$ cat config.mk
export PLATFORM = sky130hd
export DESIGN_NAME = joint_action_to_servo_pulse
export DESIGN_NICKNAME = d
export VERILOG_FILES = /design/src/rtl/jasp_pkg.sv /design/src/rtl/jasp_cfg.sv /design/src/rtl/jasp_serial_mul.sv /design/src/rtl/joint_action_to_servo_pulse.sv
export SDC_FILE = /design/constraint.sdc
export NUM_CORES = 1
export LEC_CHECK = 0
export ABC_AREA = 1
export BUFFER_PORTS_ARGS = -buffer_cell sky130_fd_sc_hd__buf_2
export CORE_ASPECT_RATIO = 1.25
export CORE_MARGIN = 2
export CORE_UTILIZATION = 25
export DETAILED_ROUTE_END_ITERATION = 6
export PLACE_DENSITY_LB_ADDON = 0.15
export REMOVE_ABC_BUFFERS = 1
export SYNTH_ARGS = -nofsm -noshare
export SYNTH_HDL_FRONTEND = slang
export SYNTH_HIERARCHICAL = 1
export SYNTH_SLANG_ARGS = --single-unit
$ cat constraint.sdc
create_clock -name i_clk -period 5.3 [get_ports i_clk]
set_input_delay 0.265 -clock i_clk [delete_from_list [all_inputs] [get_ports i_clk]]
set_output_delay 0.265 -clock i_clk [all_outputs]
set_load 0.1 [all_outputs]
$ cat src/rtl/jasp_pkg.sv
// shared types and constants for the joint action to servo pulse block
// no dependencies; imported by every module of the block

package jasp_pkg;

    // configuration port
    localparam int CFG_ADDR_W = 5;
    localparam int CFG_DATA_W = 32;

    // register indexes, byte address is 4 * index
    typedef enum logic [2:0] {
        REG_STEP_GAIN      = 3'd0,
        REG_SHOULDER_OFF   = 3'd1,
        REG_KNEE_OFF_FRONT = 3'd2,
        REG_KNEE_OFF_REAR  = 3'd3,
        REG_SIGN_MASK      = 3'd4,
        REG_PULSE_LOW      = 3'd5,
        REG_PULSE_HIGH     = 3'd6,
        REG_TICKS_PER_DEG  = 3'd7
    } t_reg_idx;

    // register reset values
    localparam logic [15:0]        RST_STEP_GAIN      = 16'd10923;
    localparam logic signed [15:0] RST_SHOULDER_OFF   = 16'sd1434;
    localparam logic signed [15:0] RST_KNEE_OFF_FRONT = -16'sd3215;
    localparam logic signed [15:0] RST_KNEE_OFF_REAR  = 16'sd3215;
    localparam logic [7:0]         RST_SIGN_MASK      = 8'd201;
    localparam logic [11:0]        RST_PULSE_LOW      = 12'd400;
    localparam logic [11:0]        RST_PULSE_HIGH     = 12'd1950;
    localparam logic [11:0]        RST_TICKS_PER_DEG  = 12'd2204;

    typedef struct packed {
        logic [15:0]        step_gain;
        logic signed [15:0] shoulder_offset;
        logic signed [15:0] knee_offset_front;
        logic signed [15:0] knee_offset_rear;
        logic [7:0]         sign_mask;
        logic [11:0]        pulse_low;
        logic [11:0]        pulse_high;
        logic [11:0]        ticks_per_degree;
    } t_cfg;

    // fixed point constants
    localparam logic signed [24:0] PI_Q20          = 25'sd3294199;
    localparam logic [21:0]        DEG_PER_RAD_Q16 = 22'd3754936;
    localparam logic [13:0]        LIMIT_Q7        = 14'd11520;
    localparam logic signed [13:0] ACT_MAX         = 14'sd4096;

    // serial multiplier: signed multiplicand times unsigned multiplier
    localparam int MUL_A_W   = 26;
    localparam int MUL_B_W   = 22;
    localparam int MUL_P_W   = MUL_A_W + 1 + MUL_B_W;
    localparam int MUL_CNT_W = $clog2(MUL_B_W + 1);

    typedef struct packed {
        logic                      start;
        logic signed [MUL_A_W-1:0] a;
        logic [MUL_B_W-1:0]        b;
    } t_mul_req;

    typedef struct packed {
        logic                      done;
        logic signed [MUL_P_W-1:0] product;
    } t_mul_rsp;

    // sequencer states
    typedef enum logic [3:0] {
        ST_IDLE,
        ST_MUL1,
        ST_STEP,
        ST_CLAMP,
        ST_MUL2,
        ST_DEG,
        ST_MAG,
        ST_MUL3,
        ST_PULSE,
        ST_OUT
    } t_state;

    // target reset value of a joint, its reset offset in Q3.20
    function automatic logic signed [23:0] reset_target(input int j);
        logic signed [15:0] off;
        if ((j & 7) < 4) begin
            off = RST_SHOULDER_OFF;
        end else if ((j & 1) != 0) begin
            off = RST_KNEE_OFF_REAR;
        end else begin
            off = RST_KNEE_OFF_FRONT;
        end
        return {off, 8'b0};
    endfunction

endpackage

$ cat src/rtl/jasp_cfg.sv
// configuration register file behind an apb-style write/read port
// depends on jasp_pkg for the register map and reset values

module jasp_cfg (
    input  logic                            i_clk,
    input  logic                            i_rst_n,
    input  logic                            psel,
    input  logic                            penable,
    input  logic                            pwrite,
    input  logic [jasp_pkg::CFG_ADDR_W-1:0] paddr,
    input  logic [jasp_pkg::CFG_DATA_W-1:0] pwdata,
    output logic [jasp_pkg::CFG_DATA_W-1:0] prdata,
    output logic                            pready,
    output jasp_pkg::t_cfg                  o_cfg
);
    import jasp_pkg::*;

    t_cfg     r_cfg;
    t_reg_idx reg_idx;
    logic     wr_en;

    assign pready  = 1'b1;
    assign reg_idx = t_reg_idx'(paddr[CFG_ADDR_W-1:2]);
    assign wr_en   = psel && penable && pwrite;
    assign o_cfg   = r_cfg;

    // register writes
    always_ff @(posedge i_clk) begin
        if (!i_rst_n) begin
            r_cfg.step_gain         <= RST_STEP_GAIN;
            r_cfg.shoulder_offset   <= RST_SHOULDER_OFF;
            r_cfg.knee_offset_front <= RST_KNEE_OFF_FRONT;
            r_cfg.knee_offset_rear  <= RST_KNEE_OFF_REAR;
            r_cfg.sign_mask         <= RST_SIGN_MASK;
            r_cfg.pulse_low         <= RST_PULSE_LOW;
            r_cfg.pulse_high        <= RST_PULSE_HIGH;
            r_cfg.ticks_per_degree  <= RST_TICKS_PER_DEG;
        end else if (wr_en) begin
            case (reg_idx)
                REG_STEP_GAIN:      r_cfg.step_gain         <= pwdata[15:0];
                REG_SHOULDER_OFF:   r_cfg.shoulder_offset   <= $signed(pwdata[15:0]);
                REG_KNEE_OFF_FRONT: r_cfg.knee_offset_front <= $signed(pwdata[15:0]);
                REG_KNEE_OFF_REAR:  r_cfg.knee_offset_rear  <= $signed(pwdata[15:0]);
                REG_SIGN_MASK:      r_cfg.sign_mask         <= pwdata[7:0];
                REG_PULSE_LOW:      r_cfg.pulse_low         <= pwdata[11:0];
                REG_PULSE_HIGH:     r_cfg.pulse_high        <= pwdata[11:0];
                REG_TICKS_PER_DEG:  r_cfg.ticks_per_degree  <= pwdata[11:0];
                default: ;
            endcase
        end
    end

    // read mux, signed registers read back sign extended
    always_comb begin
        case (reg_idx)
            REG_STEP_GAIN:      prdata = CFG_DATA_W'(r_cfg.step_gain);
            REG_SHOULDER_OFF:   prdata = CFG_DATA_W'(r_cfg.shoulder_offset);
            REG_KNEE_OFF_FRONT: prdata = CFG_DATA_W'(r_cfg.knee_offset_front);
            REG_KNEE_OFF_REAR:  prdata = CFG_DATA_W'(r_cfg.knee_offset_rear);
            REG_SIGN_MASK:      prdata = CFG_DATA_W'(r_cfg.sign_mask);
            REG_PULSE_LOW:      prdata = CFG_DATA_W'(r_cfg.pulse_low);
            REG_PULSE_HIGH:     prdata = CFG_DATA_W'(r_cfg.pulse_high);
            REG_TICKS_PER_DEG:  prdata = CFG_DATA_W'(r_cfg.ticks_per_degree);
            default:            prdata = '0;
        endcase
    end

endmodule

$ cat src/rtl/jasp_serial_mul.sv
// shift-add multiplier, one multiplier bit per cycle, signed times unsigned
// depends on jasp_pkg for operand widths and the request/response structs

module jasp_serial_mul (
    input  logic               i_clk,
    input  logic               i_rst_n,
    input  jasp_pkg::t_mul_req i_req,
    output jasp_pkg::t_mul_rsp o_rsp
);
    import jasp_pkg::*;

    logic signed [MUL_A_W-1:0] r_a;
    logic signed [MUL_A_W:0]   r_hi;
    logic [MUL_B_W-1:0]        r_lo;
    logic [MUL_CNT_W-1:0]      r_cnt;
    logic                      r_busy;
    logic                      r_done;

    logic signed [MUL_A_W+1:0] addend;
    logic signed [MUL_A_W+1:0] sum;

    // partial product add on the upper half
    always_comb begin
        addend = r_lo[0] ? (MUL_A_W+2)'(r_a) : '0;
        sum    = (MUL_A_W+2)'(r_hi) + addend;
    end

    // control
    always_ff @(posedge i_clk) begin
        if (!i_rst_n) begin
            r_busy <= 1'b0;
            r_done <= 1'b0;
            r_cnt  <= '0;
        end else begin
            r_done <= 1'b0;
            if (i_req.start) begin
                r_busy <= 1'b1;
                r_cnt  <= MUL_CNT_W'(MUL_B_W);
            end else if (r_busy) begin
                r_cnt <= r_cnt - 1'b1;
                if (r_cnt == MUL_CNT_W'(1)) begin
                    r_busy <= 1'b0;
                    r_done <= 1'b1;
                end
            end
        end
    end

    // product shift register, multiplier bits leave at the bottom
    always_ff @(posedge i_clk) begin
        if (i_req.start) begin
            r_a  <= i_req.a;
            r_hi <= '0;
            r_lo <= i_req.b;
        end else if (r_busy) begin
            r_hi <= sum[MUL_A_W+1:1];
            r_lo <= {sum[0], r_lo[MUL_B_W-1:1]};
        end
    end

    assign o_rsp.done    = r_done;
    assign o_rsp.product = {r_hi, r_lo};

endmodule

$ cat src/rtl/joint_action_to_servo_pulse.sv
// joint action to servo pulse: top level with sequencer and joint target store
// depends on jasp_pkg, jasp_cfg and jasp_serial_mul

// Each input item (joint index, Q3.12 action, restart flag) yields one result
// item: the Q8.7 angle relative to the joint offset, the PWM compare count and
// a flag for the ninety degree limit; a valid joint's item also updates the
// joint's integrated Q3.20 target. All three products (gain times action, angle
// times degrees per radian, and the remaining angle times ticks per degree) go
// through one shift-add multiplier that retires one multiplier bit per cycle.
// The input stalls from acceptance until the result enters the output register;
// an item for a joint beyond NUM_JOINTS skips the multiplier and leaves with
// zero angle and pulse. The input is taken again while a finished result still
// waits in the output register. Configuration writes go through the apb-style
// port at byte address 4 * register index and belong in idle periods only;
// offset writes reach a joint target only at its next restart.

module joint_action_to_servo_pulse #(
    parameter int NUM_JOINTS = 8
) (
    input  logic                            i_clk,
    input  logic                            i_rst_n,
    // configuration port
    input  logic                            psel,
    input  logic                            penable,
    input  logic                            pwrite,
    input  logic [jasp_pkg::CFG_ADDR_W-1:0] paddr,
    input  logic [jasp_pkg::CFG_DATA_W-1:0] pwdata,
    output logic [jasp_pkg::CFG_DATA_W-1:0] prdata,
    output logic                            pready,
    // input channel
    input  logic                            i_in_valid,
    output logic                            o_in_stall,
    input  logic [2:0]                      i_joint_index,
    input  logic signed [15:0]              i_action,
    input  logic                            i_restart,
    // output channel
    output logic                            o_out_valid,
    input  logic                            i_out_stall,
    output logic [2:0]                      o_joint_id,
    output logic signed [15:0]              o_angle_deg,
    output logic [11:0]                     o_pulse_ticks,
    output logic                            o_angle_limited
);
    import jasp_pkg::*;

    localparam int IDX_W = (NUM_JOINTS > 1) ? $clog2(NUM_JOINTS) : 1;

    t_cfg     cfg;
    t_mul_req mul_req;
    t_mul_rsp mul_rsp;

    t_state r_state;
    t_state n_state;

    // item staging
    logic [2:0]         r_j;
    logic               r_restart;
    logic signed [21:0] r_inc;
    logic signed [24:0] r_t;
    logic signed [17:0] r_deg;
    logic signed [15:0] r_angle;
    logic               r_limited;
    logic [11:0]        r_pulse;

    // joint targets, Q3.20
    logic signed [23:0] r_target [NUM_JOINTS];

    // output register
    logic               r_out_valid;
    logic [2:0]         r_out_id;
    logic signed [15:0] r_out_angle;
    logic [11:0]        r_out_pulse;
    logic               r_out_limited;

    // datapath signals
    logic               accept;
    logic               joint_ok;
    logic               out_load;
    logic [IDX_W-1:0]   idx;
    logic signed [13:0] act_c;
    logic signed [15:0] off;
    logic signed [23:0] off256;
    logic signed [23:0] base;
    logic signed [29:0] inc_sum;
    logic signed [23:0] t_clamp;
    logic signed [24:0] diff;
    logic signed [46:0] deg_sum;
    logic signed [18:0] deg_sgn;
    logic signed [15:0] deg_sat;
    logic signed [15:0] angle_c;
    logic [13:0]        mag;
    logic [13:0]        rem;
    logic [25:0]        p3;
    logic [12:0]        pulse_neg;
    logic signed [27:0] pulse_pos;

    jasp_cfg u_cfg (
        .i_clk   (i_clk),
        .i_rst_n (i_rst_n),
        .psel    (psel),
        .penable (penable),
        .pwrite  (pwrite),
        .paddr   (paddr),
        .pwdata  (pwdata),
        .prdata  (prdata),
        .pready  (pready),
        .o_cfg   (cfg)
    );

    jasp_serial_mul u_mul (
        .i_clk   (i_clk),
        .i_rst_n (i_rst_n),
        .i_req   (mul_req),
        .o_rsp   (mul_rsp)
    );

    assign o_in_stall = (r_state != ST_IDLE);
    assign accept     = i_in_valid && (r_state == ST_IDLE);
    assign joint_ok   = (32'(i_joint_index) < NUM_JOINTS);
    assign idx        = IDX_W'(r_j);

    // action clamp to plus or minus one
    always_comb begin
        if (i_action > 16'(ACT_MAX)) begin
            act_c = ACT_MAX;
        end else if (i_action < -16'(ACT_MAX)) begin
            act_c = -ACT_MAX;
        end else begin
            act_c = 14'(i_action);
        end
    end

    // joint offset: shoulders share one, knees split front and rear
    always_comb begin
        if (r_j < 3'd4) begin
            off = cfg.shoulder_offset;
        end else if (r_j[0]) begin
            off = cfg.knee_offset_rear;
        end else begin
            off = cfg.knee_offset_front;
        end
        off256 = {off, 8'b0};
        base   = r_restart ? off256 : r_target[idx];
    end

    // increment rounding, target clamp, offset removal and degree rounding
    always_comb begin
        inc_sum = mul_rsp.product[29:0] + 30'sd128;
        if (r_t > PI_Q20) begin
            t_clamp = 24'(PI_Q20);
        end else if (r_t < -PI_Q20) begin
            t_clamp = 24'(-PI_Q20);
        end else begin
            t_clamp = 24'(r_t);
        end
        diff    = 25'(t_clamp) - 25'(off256);
        deg_sum = mul_rsp.product[46:0] + 47'sd268435456;
    end

    // angle sign, saturation and distance from the ninety degree end
    always_comb begin
        deg_sgn = cfg.sign_mask[r_j] ? -19'(r_deg) : 19'(r_deg);
        if (deg_sgn > 19'sd32767) begin
            deg_sat = 16'sh7fff;
        end else if (deg_sgn < -19'sd32768) begin
            deg_sat = 16'sh8000;
        end else begin
            deg_sat = 16'(deg_sgn);
        end
        if (r_angle > $signed({2'b00, LIMIT_Q7})) begin
            angle_c = $signed({2'b00, LIMIT_Q7});
        end else if (r_angle < -$signed({2'b00, LIMIT_Q7})) begin
            angle_c = -$signed({2'b00, LIMIT_Q7});
        end else begin
            angle_c = r_angle;
        end
        mag = angle_c[15] ? 14'(-angle_c) : 14'(angle_c);
        rem = LIMIT_Q7 - mag;
    end

    // compare count from the low end or the high end
    always_comb begin
        p3        = mul_rsp.product[25:0];
        pulse_neg = 13'(cfg.pulse_low) + 13'(p3[25:15]);
        pulse_pos = $signed({1'b0, cfg.pulse_high, 15'b0}) - $signed({2'b00, p3});
    end

    // sequencer
    always_ff @(posedge i_clk) begin
        if (!i_rst_n) begin
            r_state <= ST_IDLE;
        end else begin
            r_state <= n_state;
        end
    end

    always_comb begin
        n_state       = r_state;
        mul_req.start = 1'b0;
        mul_req.a     = 26'(act_c);
        mul_req.b     = MUL_B_W'(cfg.step_gain);
        out_load      = 1'b0;
        case (r_state)
            ST_IDLE: begin
                if (accept) begin
                    if (joint_ok) begin
                        mul_req.start = 1'b1;
                        n_state       = ST_MUL1;
                    end else begin
                        n_state = ST_OUT;
                    end
                end
            end
            ST_MUL1: begin
                if (mul_rsp.done) begin
                    n_state = ST_STEP;
                end
            end
            ST_STEP: begin
                n_state = ST_CLAMP;
            end
            ST_CLAMP: begin
                mul_req.start = 1'b1;
                mul_req.a     = 26'(diff);
                mul_req.b     = DEG_PER_RAD_Q16;
                n_state       = ST_MUL2;
            end
            ST_MUL2: begin
                if (mul_rsp.done) begin
                    n_state = ST_DEG;
                end
            end
            ST_DEG: begin
                n_state = ST_MAG;
            end
            ST_MAG: begin
                mul_req.start = 1'b1;
                mul_req.a     = $signed(26'(rem));
                mul_req.b     = MUL_B_W'(cfg.ticks_per_degree);
                n_state       = ST_MUL3;
            end
            ST_MUL3: begin
                if (mul_rsp.done) begin
                    n_state = ST_PULSE;
                end
            end
            ST_PULSE: begin
                n_state = ST_OUT;
            end
            ST_OUT: begin
                if (!r_out_valid || !i_out_stall) begin
                    out_load = 1'b1;
                    n_state  = ST_IDLE;
                end
            end
            default: begin
                n_state = ST_IDLE;
            end
        endcase
    end

    // item datapath registers
    always_ff @(posedge i_clk) begin
        case (r_state)
            ST_IDLE: begin
                if (accept) begin
                    r_j       <= i_joint_index;
                    r_restart <= i_restart;
                    r_angle   <= '0;
                    r_pulse   <= '0;
                    r_limited <= 1'b0;
                end
            end
            ST_MUL1: begin
                if (mul_rsp.done) begin
                    r_inc <= inc_sum[29:8];
                end
            end
            ST_STEP: begin
                r_t <= 25'(base) + 25'(r_inc);
            end
            ST_MUL2: begin
                if (mul_rsp.done) begin
                    r_deg <= deg_sum[46:29];
                end
            end
            ST_DEG: begin
                r_angle <= deg_sat;
            end
            ST_MAG: begin
                r_limited <= (r_angle > $signed({2'b00, LIMIT_Q7}))
                          || (r_angle < -$signed({2'b00, LIMIT_Q7}));
            end
            ST_PULSE: begin
                if (r_angle[15]) begin
                    r_pulse <= pulse_neg[12] ? 12'hfff : pulse_neg[11:0];
                end else if (pulse_pos[27]) begin
                    r_pulse <= '0;
                end else begin
                    r_pulse <= pulse_pos[26:15];
                end
            end
            default: ;
        endcase
    end

    // joint target store, written once per valid item
    always_ff @(posedge i_clk) begin
        if (!i_rst_n) begin
            for (int k = 0; k < NUM_JOINTS; k++) begin
                r_target[k] <= reset_target(k);
            end
        end else if (r_state == ST_CLAMP) begin
            r_target[idx] <= t_clamp;
        end
    end

    // output register
    always_ff @(posedge i_clk) begin
        if (!i_rst_n) begin
            r_out_valid <= 1'b0;
        end else if (out_load) begin
            r_out_valid <= 1'b1;
        end else if (!i_out_stall) begin
            r_out_valid <= 1'b0;
        end
    end

    always_ff @(posedge i_clk) begin
        if (out_load) begin
            r_out_id      <= r_j;
            r_out_angle   <= r_angle;
            r_out_pulse   <= r_pulse;
            r_out_limited <= r_limited;
        end
    end

    assign o_out_valid     = r_out_valid;
    assign o_joint_id      = r_out_id;
    assign o_angle_deg     = r_out_angle;
    assign o_pulse_ticks   = r_out_pulse;
    assign o_angle_limited = r_out_limited;

endmodule
# Yosys cells after proc, flatten, opt, wreduce, memory -nomap -nowiden

Memory sizes are Yosys's and may differ from the RTL's. A register that Yosys moved wholly into a read port is not among the register bits.
Cells that the tools add are included.

RAM bits: 192
Word-level logic and storage cells: 167
Memories: 1
Output and inout port bits: 67
Flip-flop bits (word level): 325

Memory list:

| name     | words | bits a word | read ports | clocked after Yosys merged registers in | write ports | line                              | RTL |
|---|---|---|---|---|---|---|---|
| r_target | 8     | 24          | 1          | 1                                       | 8           | joint_action_to_servo_pulse.sv:66 | `logic signed [23:0] r_target [NUM_JOINTS];` |

Bitwise operators: 2
Reductions and logical operators: 33
$lt $le $gt $ge: 10
Muxes and demuxes: 58
$add $sub $neg: 11
Equal/unequal tests: 23

Operators with widths:

| cell                                                                    | count |
|---|---|
| 32-bit case mux with 8 select lines                                     | 1 |
| 16-bit two-way mux                                                      | 10 |
| 24-bit two-way mux                                                      | 4 |
| 48-bit case mux with 2 select lines                                     | 1 |
| 12-bit two-way mux                                                      | 4 |
| 47-bit by 29-bit adder with 47-bit output (second input constant)       | 1 |
| 22-bit two-way mux                                                      | 2 |
| 14-bit two-way mux                                                      | 3 |
| 4-bit case mux with 10 select lines                                     | 1 |
| 16-bit case mux with 2 select lines                                     | 1 |
| 30-bit by 8-bit adder with 30-bit output (second input constant)        | 1 |
| 27-bit by 28-bit adder with 28-bit output                               | 1 |
| 28-bit two-way mux                                                      | 1 |
| 2-bit AND reduction                                                     | 14 |
| 27-bit by 26-bit subtractor with 28-bit output                          | 1 |
| 24-bit by 22-bit adder with 25-bit output                               | 1 |
| 25-bit by 23-bit > comparator with 1-bit output (second input constant) | 1 |
| 25-bit by 23-bit < comparator with 1-bit output (second input constant) | 1 |
| 24-bit by 24-bit subtractor with 25-bit output                          | 1 |
| 12-bit case mux with 2 select lines                                     | 1 |
| 24-bit OR reduction                                                     | 1 |
| 4-bit two-way mux                                                       | 5 |
| 19-bit by 16-bit > comparator with 1-bit output (second input constant) | 1 |
| 19-bit by 16-bit < comparator with 1-bit output (second input constant) | 1 |
| other kinds (38)                                                        | 78 |

# Logic depth before layout (Yosys ltp)

Depth after elaboration: 8
Depth in mapped cells: 26
Mapped depth without buffers: 25

# By module

The synthesis kept the hierarchy.

By module, submodules not included:

| module                      | instances | seq. area each (µm²) | cells each | area an instance (µm²) |
|---|---|---|---|---|
| joint_action_to_servo_pulse | 1         | 9829.4               | 2290       | 19896.6 |
| jasp_serial_mul             | 1         | 2122.0               | 743        | 5143.7 |
| jasp_cfg                    | 1         | 2162.1               | 720        | 5039.8 |

# Least setup slack after synthesis

Ideal clock, no wire load.

Path type: register to register
Start: reg (tool-made name)
End: reg r_t[24], data pin
Path buffers: 3
Clock period less this slack: 3709 ps
Stages on the path, launching flop included: 21
Arrival: 3448 ps
Path slack: 1591 ps
Cell sequence: dfxtp_1 > clkbuf_1 > clkbuf_1 > clkbuf_1 > nor2_1 > nor2_1 > o21ai_0 > a31oi_1 > ha_1 > inv_1 > fa_1 > o21ai_2 > a21oi_1 > o21bai_1 > a21boi_1 > o21bai_1 > a21boi_1 > o21ai_0 > nand2_1 > nand3_1 > o21ai_0

RTL lines:

| what                 | line                               | RTL |
|---|---|---|
| end signal, assigned | joint_action_to_servo_pulse.sv:280 | `r_t <= 25'(base) + 25'(r_inc);` |
| end, declared        | joint_action_to_servo_pulse.sv:59  | `logic signed [24:0] r_t;` |

==> impl_metrics.csv <==
group,metric,value,unit
cts,cts_root_buffer,"clkbuf_16",
timing,setup_violations,0,
yosys,yosysUniqueCellTypes,68,
floorplan,io_pins,131,
run,drv_cap,0,
routing,ant_nets,0,
finish,drive_above_1_share,0.106,
critical_path,crit_end,"r_t[24]$_DFFE_PP_",
critical_path,critPathArrivalTime,4.81,ns
global_routing,grt_usage,0.176,
floorplan,core,120000,um2
yosys,synth_seq_area_share,0.469,
critical_path,cp.depth,19,
status,status,"complete, no violations",
timing,skew,0.0284,ns
placed_design,placed_cells,5349,
floorplan,rows,142,
floorplan,initial_utilization,0.252,
yosys,yosys_warnings,6,
routing,drcViolationCount,0,
timing,rsz0062_at_grt,"false",
critical_path,worstSetupEndpointType,"flop",
placed_design,portBuffers,111,
routing,routedWlPerCell,20.0,um
cts,htreeDepth,2,
yosys,synthesis.area,30100,um2
cts,cts_inserted_buffers,57,
yosys,synth-edff-count,370,
yosys,yosys-top-cells-area,"edfxtp_1 (37%), nand2_1 (11%), dfxtp_1 (10%)",
power_and_ir_drop,power.leakage,14.6,nW
critical_path,rr_worst_depth,19,
yosys,avgSynthCellArea,8.01,um2
floorplan,die_h,392,um
timing,tightest_slew,1.08,ns
routing,drt_pre_antenna_iters,5,
power_and_ir_drop,peakVddDrop,0.320,mV
timing,hold_ws,0.0379,ns
timing,hold_violations,0,
timing,slew_headroom,0.269,
critical_path,cp_max_fo,27,
critical_path,path_cells,"inv_1 > buf_4 > o21ai_0 > o22ai_1 > o21ai_0 > a31oi_1 > ha_1 > inv_1 > fa_1 > o21ai_2 > a21oi_1 > o21bai_1 > a21boi_1 > o21bai_1 > a21boi_1 > o21ai_0 > nand2_1 > nand3_1 > o21ai_0",
global_routing,grt_max_degree,67,
critical_path,worstPathRequired,5.68,ns
yosys,ys_async_sr_fraction,0,
finish,seq_area,14100,um2
routing,drt_iter0_drc,2040,
global_routing,antenna_found_initial,7,
global_routing,grt_pass1_vias,24900,
critical_path,worstReg2RegEnd,"r_t[24]$_DFFE_PP_",
critical_path,crit_slowest_cell,"fa_1",
finish,final_nets,4007,
yosys,yosys.area.top_type,"edfxtp_1",
critical_path,worstSetupPathType,"reg -> reg",
yosys,synth.top_cell.area_share,0.369,
floorplan,die_w,314,um
finish,final_cells,5479,
cts,clkTransAtPathRegs,0.06,ns
timing,min_period,4.43,ns
critical_path,cp_num_buf_inv,3,
finish,fillerInstances,12900,
critical_path,rrSetupSlack,0.87,ns
routing,routed_wl,110,mm
timing,max_freq,0.226,GHz
global_routing,grt-ovfl-total,0,
cts,clockBufferDepth,3,
placed_design,hpwlAfterDp,80.6,mm
cts,clk_latency,0.65,ns
power_and_ir_drop,powerDensity,505,nW/um2
yosys,synth_cells,3753,
critical_path,crit_top_cell,"o21ai_0",
placed_design,routabilityCongestion,0.893,
critical_path,critical-path-top-delay-family,"compound AO/OA/AOI/OAI gates",
critical_path,start_kind,"flop",
cts,postCtsSetupBuffers,0,
routing,vias,25400,
min_path,min_path_type,"in -> reg",
finish,area_delta_synth_final,14.5,%
finish,multi_input_area,13700,um2
critical_path,critPathMaxStageDelay,0.43,ns
yosys,ys_seq_elements,520,
floorplan,die-area,123000,um2
routing,viasPerCell,4.64,
cts,cts_tree,"done",
global_routing,grt_pass1_wl,162,mm
timing,final-max-slew-violation-count,0,
timing,fin_crit_sh,0.836,
cts,clock_sinks,520,
timing,finalSetupTns,0,ns
yosys,synth_ff_type,"edfxtp_1",
layout make-up:
type	instances	area share
Inverter	395	0.0431
Clock buffer	76	0.0468
Antenna cell	1	0.0000726
Sequential cell	520	0.410
Timing Repair Buffer	191	0.0355
Multi-Input combinational cell	2680	0.398
Tap cell	1584	0.0575
Clock inverter	32	0.00941
kinds of logic after synthesis:
logic type / synth area share
xor gates and xnor gates: 0.0291
AOI/OAI and AO/OA: 0.103
adders and majority gates: 0.0418
other: 0.000250
DFF: 0.469
and+or+nand+nor: 0.280
buffers and inverters: 0.0763
power by group:
group	switching [W]	leakage (nW)	internal [W]	total, W
clock network	0.00180	0.949	0.00243	0.00422
registers	0.000580	4.67	0.00514	0.00572
logic	0.00526	8.95	0.00218	0.00745
total	0.00764	14.6	0.00975	0.0174
timing repair:
action	in CTS	in global routing
resized for setup	0	0
endpoints found under the hold margin	72	0
hold buffers	21	0
setup endpoints to repair	0	0
registers in the layout, summed over array words and instances, names as in the netlist, named ones only:
name,flops
r_deg,18
r_restart,1
o_joint_id,3
o_out_valid,1
o_pulse_ticks,12
r_t,25
u_mul/r_busy,1
u_mul/r_hi,27
u_mul/r_done,1
o_angle_limited,1
r_target,192
idx,3
r_angle,16
u_mul/r_cnt,5
r_inc,22
u_mul/r_lo,22
r_state,4
o_angle_deg,16
r_pulse,12
u_mul/r_a,26
r_limited,1
u_cfg/o_cfg,108
placed cells by master, fill, tap and decap left out, types with 27 or more instances in the layout:
master and n:
buf_2 110, a21oi_1 111, buf_4 59, nand4_1 80, xnor2_1 27, o21ai_0 267
ha_1 94, nand2_1 883, dfxtp_1 148, inv_1 368, o221ai_1 31, nand3_1 221
xor2_1 73, nor2_1 596, nand2_2 27, edfxtp_1 370, clkbuf_16 60
cell usage after synthesis, types with 16 or more instances:
library cell and count:
nand2_1 884, nor2_1 601, edfxtp_1 370, inv_1 369, o21ai_0 268, nand3_1 221
dfxtp_1 150, a21oi_1 111, ha_1 94, clkbuf_1 90, nand4_1 80, xor2_1 73
o221ai_1 31, xnor2_1 27, nand2_2 26, buf_4 24, buf_2 23, o211ai_1 22
nor3_1 21, o21ai_2 17, a31oi_1 16, nor2_2 16
how the worst min path moves through the flow:
stage	from	to	slack, ns	depth (start not counted)
after global routing	pwdata[1]	u_cfg/o_cfg[45]$_SDFFE_PN1P_	0.02	3
after CTS	i_rst_n	u_cfg/o_cfg[4]$_SDFFE_PN1P_	0.008	2
after floorplan	i_rst_n	u_cfg/o_cfg[55]$_SDFFE_PN1P_	0.34	1
final	i_rst_n	u_cfg/o_cfg[22]$_SDFFE_PN1P_	0.04	2
after detailed placement	r_pulse[2]$_SDFFCE_PN0P_	o_pulse_ticks[2]$_DFFE_PP_	0.41	0
after global placement	r_pulse[8]$_SDFFCE_PN0P_	o_pulse_ticks[8]$_DFFE_PP_	0.43	0
worst reg2reg max path: cells and delay by family (launching register included):
| family | cells | cell delay [ns] |
|---|---|---|
| buffers and inverters | 3 | 0.55 |
| adders and majority gates | 2 | 0.76 |
| DFF | 1 | 0.36 |
| and+or+nand+nor | 2 | 0.16 |
| AOI/OAI and AO/OA | 12 | 2.35 |
stage by stage:
step / utilization / setup WS (ns) / area, um2 / power (W)
3_3_place_gp: 0.270 / 0.876 / 32300 / 0.0133
4_1_cts: 0.288 / 0.831 / 34500 / 0.0176
3_5_place_dp: 0.270 / 0.873 / 32300 / 0.0133
2_1_floorplan: - / -7.10 / 29300 / 0.0106
6_report: 0.288 / 0.871 / 34500 / 0.0174
5_1_grt: 0.288 / 0.502 / 34500 / 0.0186
metal layers:
layer | up-vias | GRT usage | part of all wire
li1 | 12700 | - | -
met1 | 12100 | 0.220 | 0.43
met2 | 480 | 0.310 | 0.49
met3 | 138 | 0.0209 | 0.039
met4 | 6 | 0.0615 | 0.036
met5 | - | 0 | 0.00031
Note: power is estimated with default switching activity, not from simulation.
